File: src/hmac_pkg.sv
// ----------------------------------------------------------------------------
// HMAC-SHA256 package
// Shared types, constants and round functions for the HMAC-SHA256 engine.
// ----------------------------------------------------------------------------
package hmac_pkg;

   localparam int LENGTH_BITS_DEFAULT = 64;
   localparam logic [7:0] IPAD = 8'h36;
   localparam logic [7:0] OPAD = 8'h5c;
   localparam int BLOCK_BYTES = 64;

   typedef struct packed {
      logic       action;
      logic [7:0] data_byte;
      logic       byte_valid;
      logic       last;
   } req_type;

   typedef struct packed {
      logic [31:0] digest_word;
      logic [2:0]  word_index;
      logic        last_word;
   } rsp_type;

   // Control from the sequencer to the compression unit.
   typedef struct packed {
      logic start;
      logic init;
   } comp_ctl_type;

   // Status from the compression unit.
   typedef struct packed {
      logic busy;
      logic done;
   } comp_sts_type;

   localparam logic [255:0] SHA_IV = {
      32'h6a09e667, 32'hbb67ae85, 32'h3c6ef372, 32'ha54ff53a,
      32'h510e527f, 32'h9b05688c, 32'h1f83d9ab, 32'h5be0cd19};

   function automatic logic [31:0] sha_k(input logic [5:0] t);
      logic [31:0] k;
      case (t)
         6'd0: k = 32'h428a2f98; 6'd1: k = 32'h71374491; 6'd2: k = 32'hb5c0fbcf;
         6'd3: k = 32'he9b5dba5; 6'd4: k = 32'h3956c25b; 6'd5: k = 32'h59f111f1;
         6'd6: k = 32'h923f82a4; 6'd7: k = 32'hab1c5ed5; 6'd8: k = 32'hd807aa98;
         6'd9: k = 32'h12835b01; 6'd10: k = 32'h243185be; 6'd11: k = 32'h550c7dc3;
         6'd12: k = 32'h72be5d74; 6'd13: k = 32'h80deb1fe; 6'd14: k = 32'h9bdc06a7;
         6'd15: k = 32'hc19bf174; 6'd16: k = 32'he49b69c1; 6'd17: k = 32'hefbe4786;
         6'd18: k = 32'h0fc19dc6; 6'd19: k = 32'h240ca1cc; 6'd20: k = 32'h2de92c6f;
         6'd21: k = 32'h4a7484aa; 6'd22: k = 32'h5cb0a9dc; 6'd23: k = 32'h76f988da;
         6'd24: k = 32'h983e5152; 6'd25: k = 32'ha831c66d; 6'd26: k = 32'hb00327c8;
         6'd27: k = 32'hbf597fc7; 6'd28: k = 32'hc6e00bf3; 6'd29: k = 32'hd5a79147;
         6'd30: k = 32'h06ca6351; 6'd31: k = 32'h14292967; 6'd32: k = 32'h27b70a85;
         6'd33: k = 32'h2e1b2138; 6'd34: k = 32'h4d2c6dfc; 6'd35: k = 32'h53380d13;
         6'd36: k = 32'h650a7354; 6'd37: k = 32'h766a0abb; 6'd38: k = 32'h81c2c92e;
         6'd39: k = 32'h92722c85; 6'd40: k = 32'ha2bfe8a1; 6'd41: k = 32'ha81a664b;
         6'd42: k = 32'hc24b8b70; 6'd43: k = 32'hc76c51a3; 6'd44: k = 32'hd192e819;
         6'd45: k = 32'hd6990624; 6'd46: k = 32'hf40e3585; 6'd47: k = 32'h106aa070;
         6'd48: k = 32'h19a4c116; 6'd49: k = 32'h1e376c08; 6'd50: k = 32'h2748774c;
         6'd51: k = 32'h34b0bcb5; 6'd52: k = 32'h391c0cb3; 6'd53: k = 32'h4ed8aa4a;
         6'd54: k = 32'h5b9cca4f; 6'd55: k = 32'h682e6ff3; 6'd56: k = 32'h748f82ee;
         6'd57: k = 32'h78a5636f; 6'd58: k = 32'h84c87814; 6'd59: k = 32'h8cc70208;
         6'd60: k = 32'h90befffa; 6'd61: k = 32'ha4506ceb; 6'd62: k = 32'hbef9a3f7;
         default: k = 32'hc67178f2;
      endcase
      return k;
   endfunction

   function automatic logic [31:0] ror(input logic [31:0] x, input int n);
      return (x >> n) | (x << (32 - n));
   endfunction

endpackage

File: src/hmac_comp.sv
// ----------------------------------------------------------------------------
// HMAC-SHA256 compression unit
// One SHA-256 round a cycle over a 16-word rolling schedule; 64 rounds, then
// the final chaining add.
// ----------------------------------------------------------------------------
module hmac_comp
   import hmac_pkg::*;
(
   input  logic          clock,
   input  logic          reset,
   input  comp_ctl_type  ctl,
   input  logic [511:0]  block,
   output comp_sts_type  sts,
   output logic [255:0]  hash
);

   logic [255:0] h_ff, h_in;
   logic [255:0] v_ff, v_in;
   logic [511:0] w_ff, w_in;
   logic [6:0]   t_ff, t_in;
   logic         busy_ff, busy_in;
   logic         done_ff, done_in;

   logic [31:0] a, b, c, d, e, f, g, hh, wt, w1, w14, w9, w0, s0, s1;
   logic [31:0] t1, t2;

   always_comb begin
      {a, b, c, d, e, f, g, hh} = v_ff;
      // Word zero of the window sits in the top bits.
      w0  = w_ff[511:480];
      w1  = w_ff[479:448];
      w9  = w_ff[223:192];
      w14 = w_ff[63:32];
      s0  = ror(w1, 7) ^ ror(w1, 18) ^ (w1 >> 3);
      s1  = ror(w14, 17) ^ ror(w14, 19) ^ (w14 >> 10);
      wt  = w0;
      t1  = hh + (ror(e, 6) ^ ror(e, 11) ^ ror(e, 25)) + ((e & f) ^ (~e & g))
            + sha_k(t_ff[5:0]) + wt;
      t2  = (ror(a, 2) ^ ror(a, 13) ^ ror(a, 22)) + ((a & b) ^ (a & c) ^ (b & c));

      h_in    = h_ff;
      v_in    = v_ff;
      w_in    = w_ff;
      t_in    = t_ff;
      busy_in = busy_ff;
      done_in = 1'b0;
      if (ctl.init) begin
         h_in = SHA_IV;
      end
      if (ctl.start) begin
         busy_in = 1'b1;
         t_in    = '0;
         v_in    = ctl.init ? SHA_IV : h_ff;
         w_in    = block;
      end else if (busy_ff) begin
         if (t_ff == 7'd64) begin
            // Chaining add, one lane per word.
            for (int j = 0; j < 8; j++) begin
               h_in[255 - 32*j -: 32] = h_ff[255 - 32*j -: 32] + v_ff[255 - 32*j -: 32];
            end
            busy_in = 1'b0;
            done_in = 1'b1;
         end else begin
            v_in = {t1 + t2, a, b, c, d + t1, e, f, g};
            w_in = {w_ff[479:0], w0 + s0 + w9 + s1};
            t_in = t_ff + 7'd1;
         end
      end
   end

   always_ff @(posedge clock) begin
      if (reset) begin
         busy_ff <= 1'b0;
         done_ff <= 1'b0;
         t_ff    <= '0;
         h_ff    <= SHA_IV;
      end else begin
         busy_ff <= busy_in;
         done_ff <= done_in;
         t_ff    <= t_in;
         h_ff    <= h_in;
      end
      v_ff <= v_in;
      w_ff <= w_in;
   end

   assign sts.busy = busy_ff;
   assign sts.done = done_ff;
   assign hash     = h_ff;

endmodule

File: config.mk
export PLATFORM = sky130hd
export DESIGN_NAME = hmac_comp
export DESIGN_NICKNAME = d
export VERILOG_FILES = /design/src/hmac_pkg.sv /design/src/hmac_comp.sv
export SDC_FILE = /design/constraint.sdc
export NUM_CORES = 2
export LEC_CHECK = 0
export BUFFER_PORTS_ARGS = -buffer_cell sky130_fd_sc_hd__buf_2
export CAP_MARGIN = 20
export CORE_MARGIN = 2
export CORE_UTILIZATION = 30
export CTS_CLUSTER_SIZE = 16
export DETAILED_ROUTE_END_ITERATION = 16
export SYNTH_ARGS = -nofsm -noshare
export SYNTH_HDL_FRONTEND = slang
export SYNTH_SLANG_ARGS = --single-unit
File: constraint.sdc
create_clock -name clock -period 23.8 [get_ports clock]
set_input_delay 3.57 -clock clock [delete_from_list [all_inputs] [get_ports clock]]
set_output_delay 3.57 -clock clock [all_outputs]
set_load 0.02 [all_outputs]
==> results.md <==
* Syn-to-layout area delta at 16.07%
* CTS tree: yes
* Worst-margin pin slew at 1099 ps
* Crit path arrival time at 9290 ps
* Worst path max stage delay at 570 ps
* Non-Filler Instances at 10860
* Vias at 58135
* Global-route wire length before repair at 414800 um
* Fillcell total at 23784
* Worst hold stages at 2
* HPWL after detailed placement at 236000 um
* Min Tclk post-route at 8781 ps
* Iter 0 DRT Violations at 6579
* Max FO, Critical Path at 7
* PostCTS Resize Cnt at 0
* Delay-heaviest family, CP: compound AO/OA/AOI/OAI gates
* FMAX at 113.9 MHz
* Crit Reg-Reg Endpoint: v_ff[254]
* WL final at 303100 um
* Kind of start point of the critical path: flop
* H-tree depth at 4
* Synthesized flop and latch total at 1065
* Distinct cells, synth at 91
* TNS Setup at 0 ps
* Clk sinks at 1065
* Post-synth top area cell: edfxtp_1
* WL/cell at 27.91 um
* Mean area per synthesized cell at 10.14 um^2
* Sequential fraction of the synthesis area at 0.4108
* Initial Utilization at 0.3008
* Status: complete, no violations
* Clock skew at 55.62 ps
* Gpl congestion at 0.9489
* Fraction of layout cells with a size suffix above 1 at 0.2142
* Clock slew at reported path FFs at 70 ps
* Max-slew headroom at 0.2672
* Critical path class: reg2reg
* Nets at 8676
* Die X-Extent at 489.2 um
* Site Rows at 178
* Mapped Area at 70620 um^2
* Number of port buffers at 773
* Antenna violations before repair at 53
* Hold EP: hash[156]
* Cells after synthesis at 6967
* Max-Cap Viols at 0
* CTS Buf Count at 133
* Drt first pass iters at 6
* Crit-path slowest cell: edfxtp_1
* # IOs at 774
* Remaining DRCs at 0
* Die Area at 239300 um^2
* Die Span Y at 489.2 um
* Max clock buf depth at 3
* Final hold violation count at 0
* Via density at 5.353
* Cts hold-fix bufs at 0
* Worst-Skew Late Latency at 830 ps
* Core box area at 234700 um^2
* Vias in the first global route at 54532
* Reg2reg start: v_ff[122]
* Final setup viols at 0
* Synth top area cells: edfxtp_1 33%, mux2_2 8.7%, dfxtp_1 8.4%
* R2R setup slack at 15020 ps
* Critical Path Sink Type: flop
* Multi-input combinational cell area at 38360 um^2
* Syn nets at 8068
* Hold WS at 520.3 ps
* Final ANT Viol Nets at 0
* GR Overflow Total at 0
* Cell Count Post-Placement at 10590
* Post-synth top area share at 0.3266
* HP Start: hash[156]
* Slew Limit Fails at 0
* Root Buffer: clkbuf_16
* Synth async-reset ratio at 0
* EDFF count, synth at 768
* Syn. warnings at 0
* Setup Buffers After CTS at 0
* Period utilisation layout at 0.3690
* Predominant post-synthesis flop cell: edfxtp_1
* RSZ-0062 raised after global routing: false
* Buf/Inv on CP at 4
* WP data required at 24310 ps
* Total GRT Usage at 0.2424
* Hold Path Class: reg2reg
* Reg2Reg Depth at 34
* Flip-flop and latch area at 29010 um^2
* Pin count of the biggest net entering global routing at 190
==> cells in the final DEF, fill, tap and decap left out, types with 18 or more instances in the layout <==
master	count
inv_1	510
o211ai_1	124
buf_2	770
o21a_1	55
a31o_2	26
ha_1	390
nand4_1	32
o21ai_1	41
clkinv_2	23
xnor2_1	341
buf_4	52
a211oi_1	62
o31ai_1	32
clkbuf_16	136
fa_1	195
mux2_2	547
o21bai_1	47
nor2b_1	144
nand2b_1	60
a31oi_1	50
diode_2	26
clkinv_1	18
a21o_1	218
and3_1	35
o311ai_0	19
nand2_1	477
xor2_1	217
dfxtp_1	297
or3_1	41
a21oi_1	546
nor2_1	484
o21ai_0	394
clkbuf_1	30
edfxtp_1	768
nand3_1	81
nor3_1	82
==> Yosys cell counts, types with 10 or more instances <==
master	n
nand2b_1	62
o311ai_0	19
nor2b_1	145
o21bai_1	47
o21ai_0	394
mux2i_1	12
nand3_1	81
edfxtp_1	768
a211oi_1	62
ha_1	390
a2111oi_0	11
mux2_2	547
inv_1	511
nand2_1	478
and3_1	35
nor3b_1	11
nor3_1	82
nor2_1	485
a22oi_1	12
xnor2_1	341
o22ai_1	17
a311oi_1	17
o31ai_1	32
o21a_1	55
a21o_1	218
o21ai_1	41
or3_1	41
nand3b_1	10
a31oi_1	50
or2_2	15
fa_1	195
a211o_1	13
xor2_1	217
a31o_2	26
clkbuf_1	328
a221oi_1	11
and2_1	15
o211ai_1	124
dfxtp_1	297
buf_1	25
a21oi_1	546
nand4_1	32
==> worst max path at each step <==
stage / to / cells past startpoint / slack, ps / startpoint
floorplan: v_ff[0] / 4 / 9080 / ctl[1]
global placement: v_ff[254] / 34 / 15320 / v_ff[122]
detailed placement: v_ff[254] / 34 / 15140 / v_ff[122]
CTS: v_ff[254] / 34 / 15100 / v_ff[122]
global route: v_ff[254] / 34 / 14580 / v_ff[122]
finish: v_ff[254] / 34 / 15020 / v_ff[122]
==> per-stage QoR <==
step / util / setup WS [ps] / instance area [um^2]
finish: 0.3492 / 15020 / 81970
global route: 0.3490 / 14580 / 81930
CTS: 0.3489 / 15100 / 81900
detailed placement: 0.3307 / 15140 / 77630
global placement: 0.3307 / 15320 / 77620
floorplan: - / 9084 / 70620
==> area by class of cell <==
| cell class | instances | area share |
|---|---|---|
| multi-input combinational | 5030 | 0.4680 |
| antenna | 26 | 0.0007938 |
| tap | 3150 | 0.04808 |
| clock inverter | 69 | 0.007663 |
| timing repair buffer | 830 | 0.05349 |
| clock buffer | 175 | 0.04441 |
| sequential | 1065 | 0.3539 |
| inverter | 515 | 0.02365 |
==> kinds of logic after synthesis <==
kind of cell / count (synthesis) / synth area share
compound gates: 1803 / 0.1610
xor+xnor: 558 / 0.06920
fa+ha+maj: 588 / 0.1248
buf+inv: 872 / 0.04649
flops: 1065 / 0.4108
mux: 559 / 0.08892
simple gates: 1522 / 0.09881
==> flip-flops by register name (all words and copies together), names as in the netlist, named ones only <==
register,count
t_ff,7
v_ff,256
done_ff,1
hash,256
w_ff,512
busy_ff,1
==> worst reg2reg max path: cells and delay by family, from the launching register on <==
family | cells | cell delay, ps
AOI/OAI and AO/OA | 16 | 3080
xor gates and xnor gates | 4 | 1190
adders and majority gates | 7 | 2960
buffers and inverters | 4 | 280
DFF | 1 | 570
and+or+nand+nor | 3 | 410
==> routing by layer <==
metal / global-route usage / part of all wire
met3: 0.04822 / 0.092
met1: 0.3607 / 0.46
met4: 0.09407 / 0.041
met2: 0.3401 / 0.41
met5: 0 / 0.00038
Power is left out: the tool's default activity adds up to more than one toggle a clock period on the data nets, which glitch-free logic cannot reach.
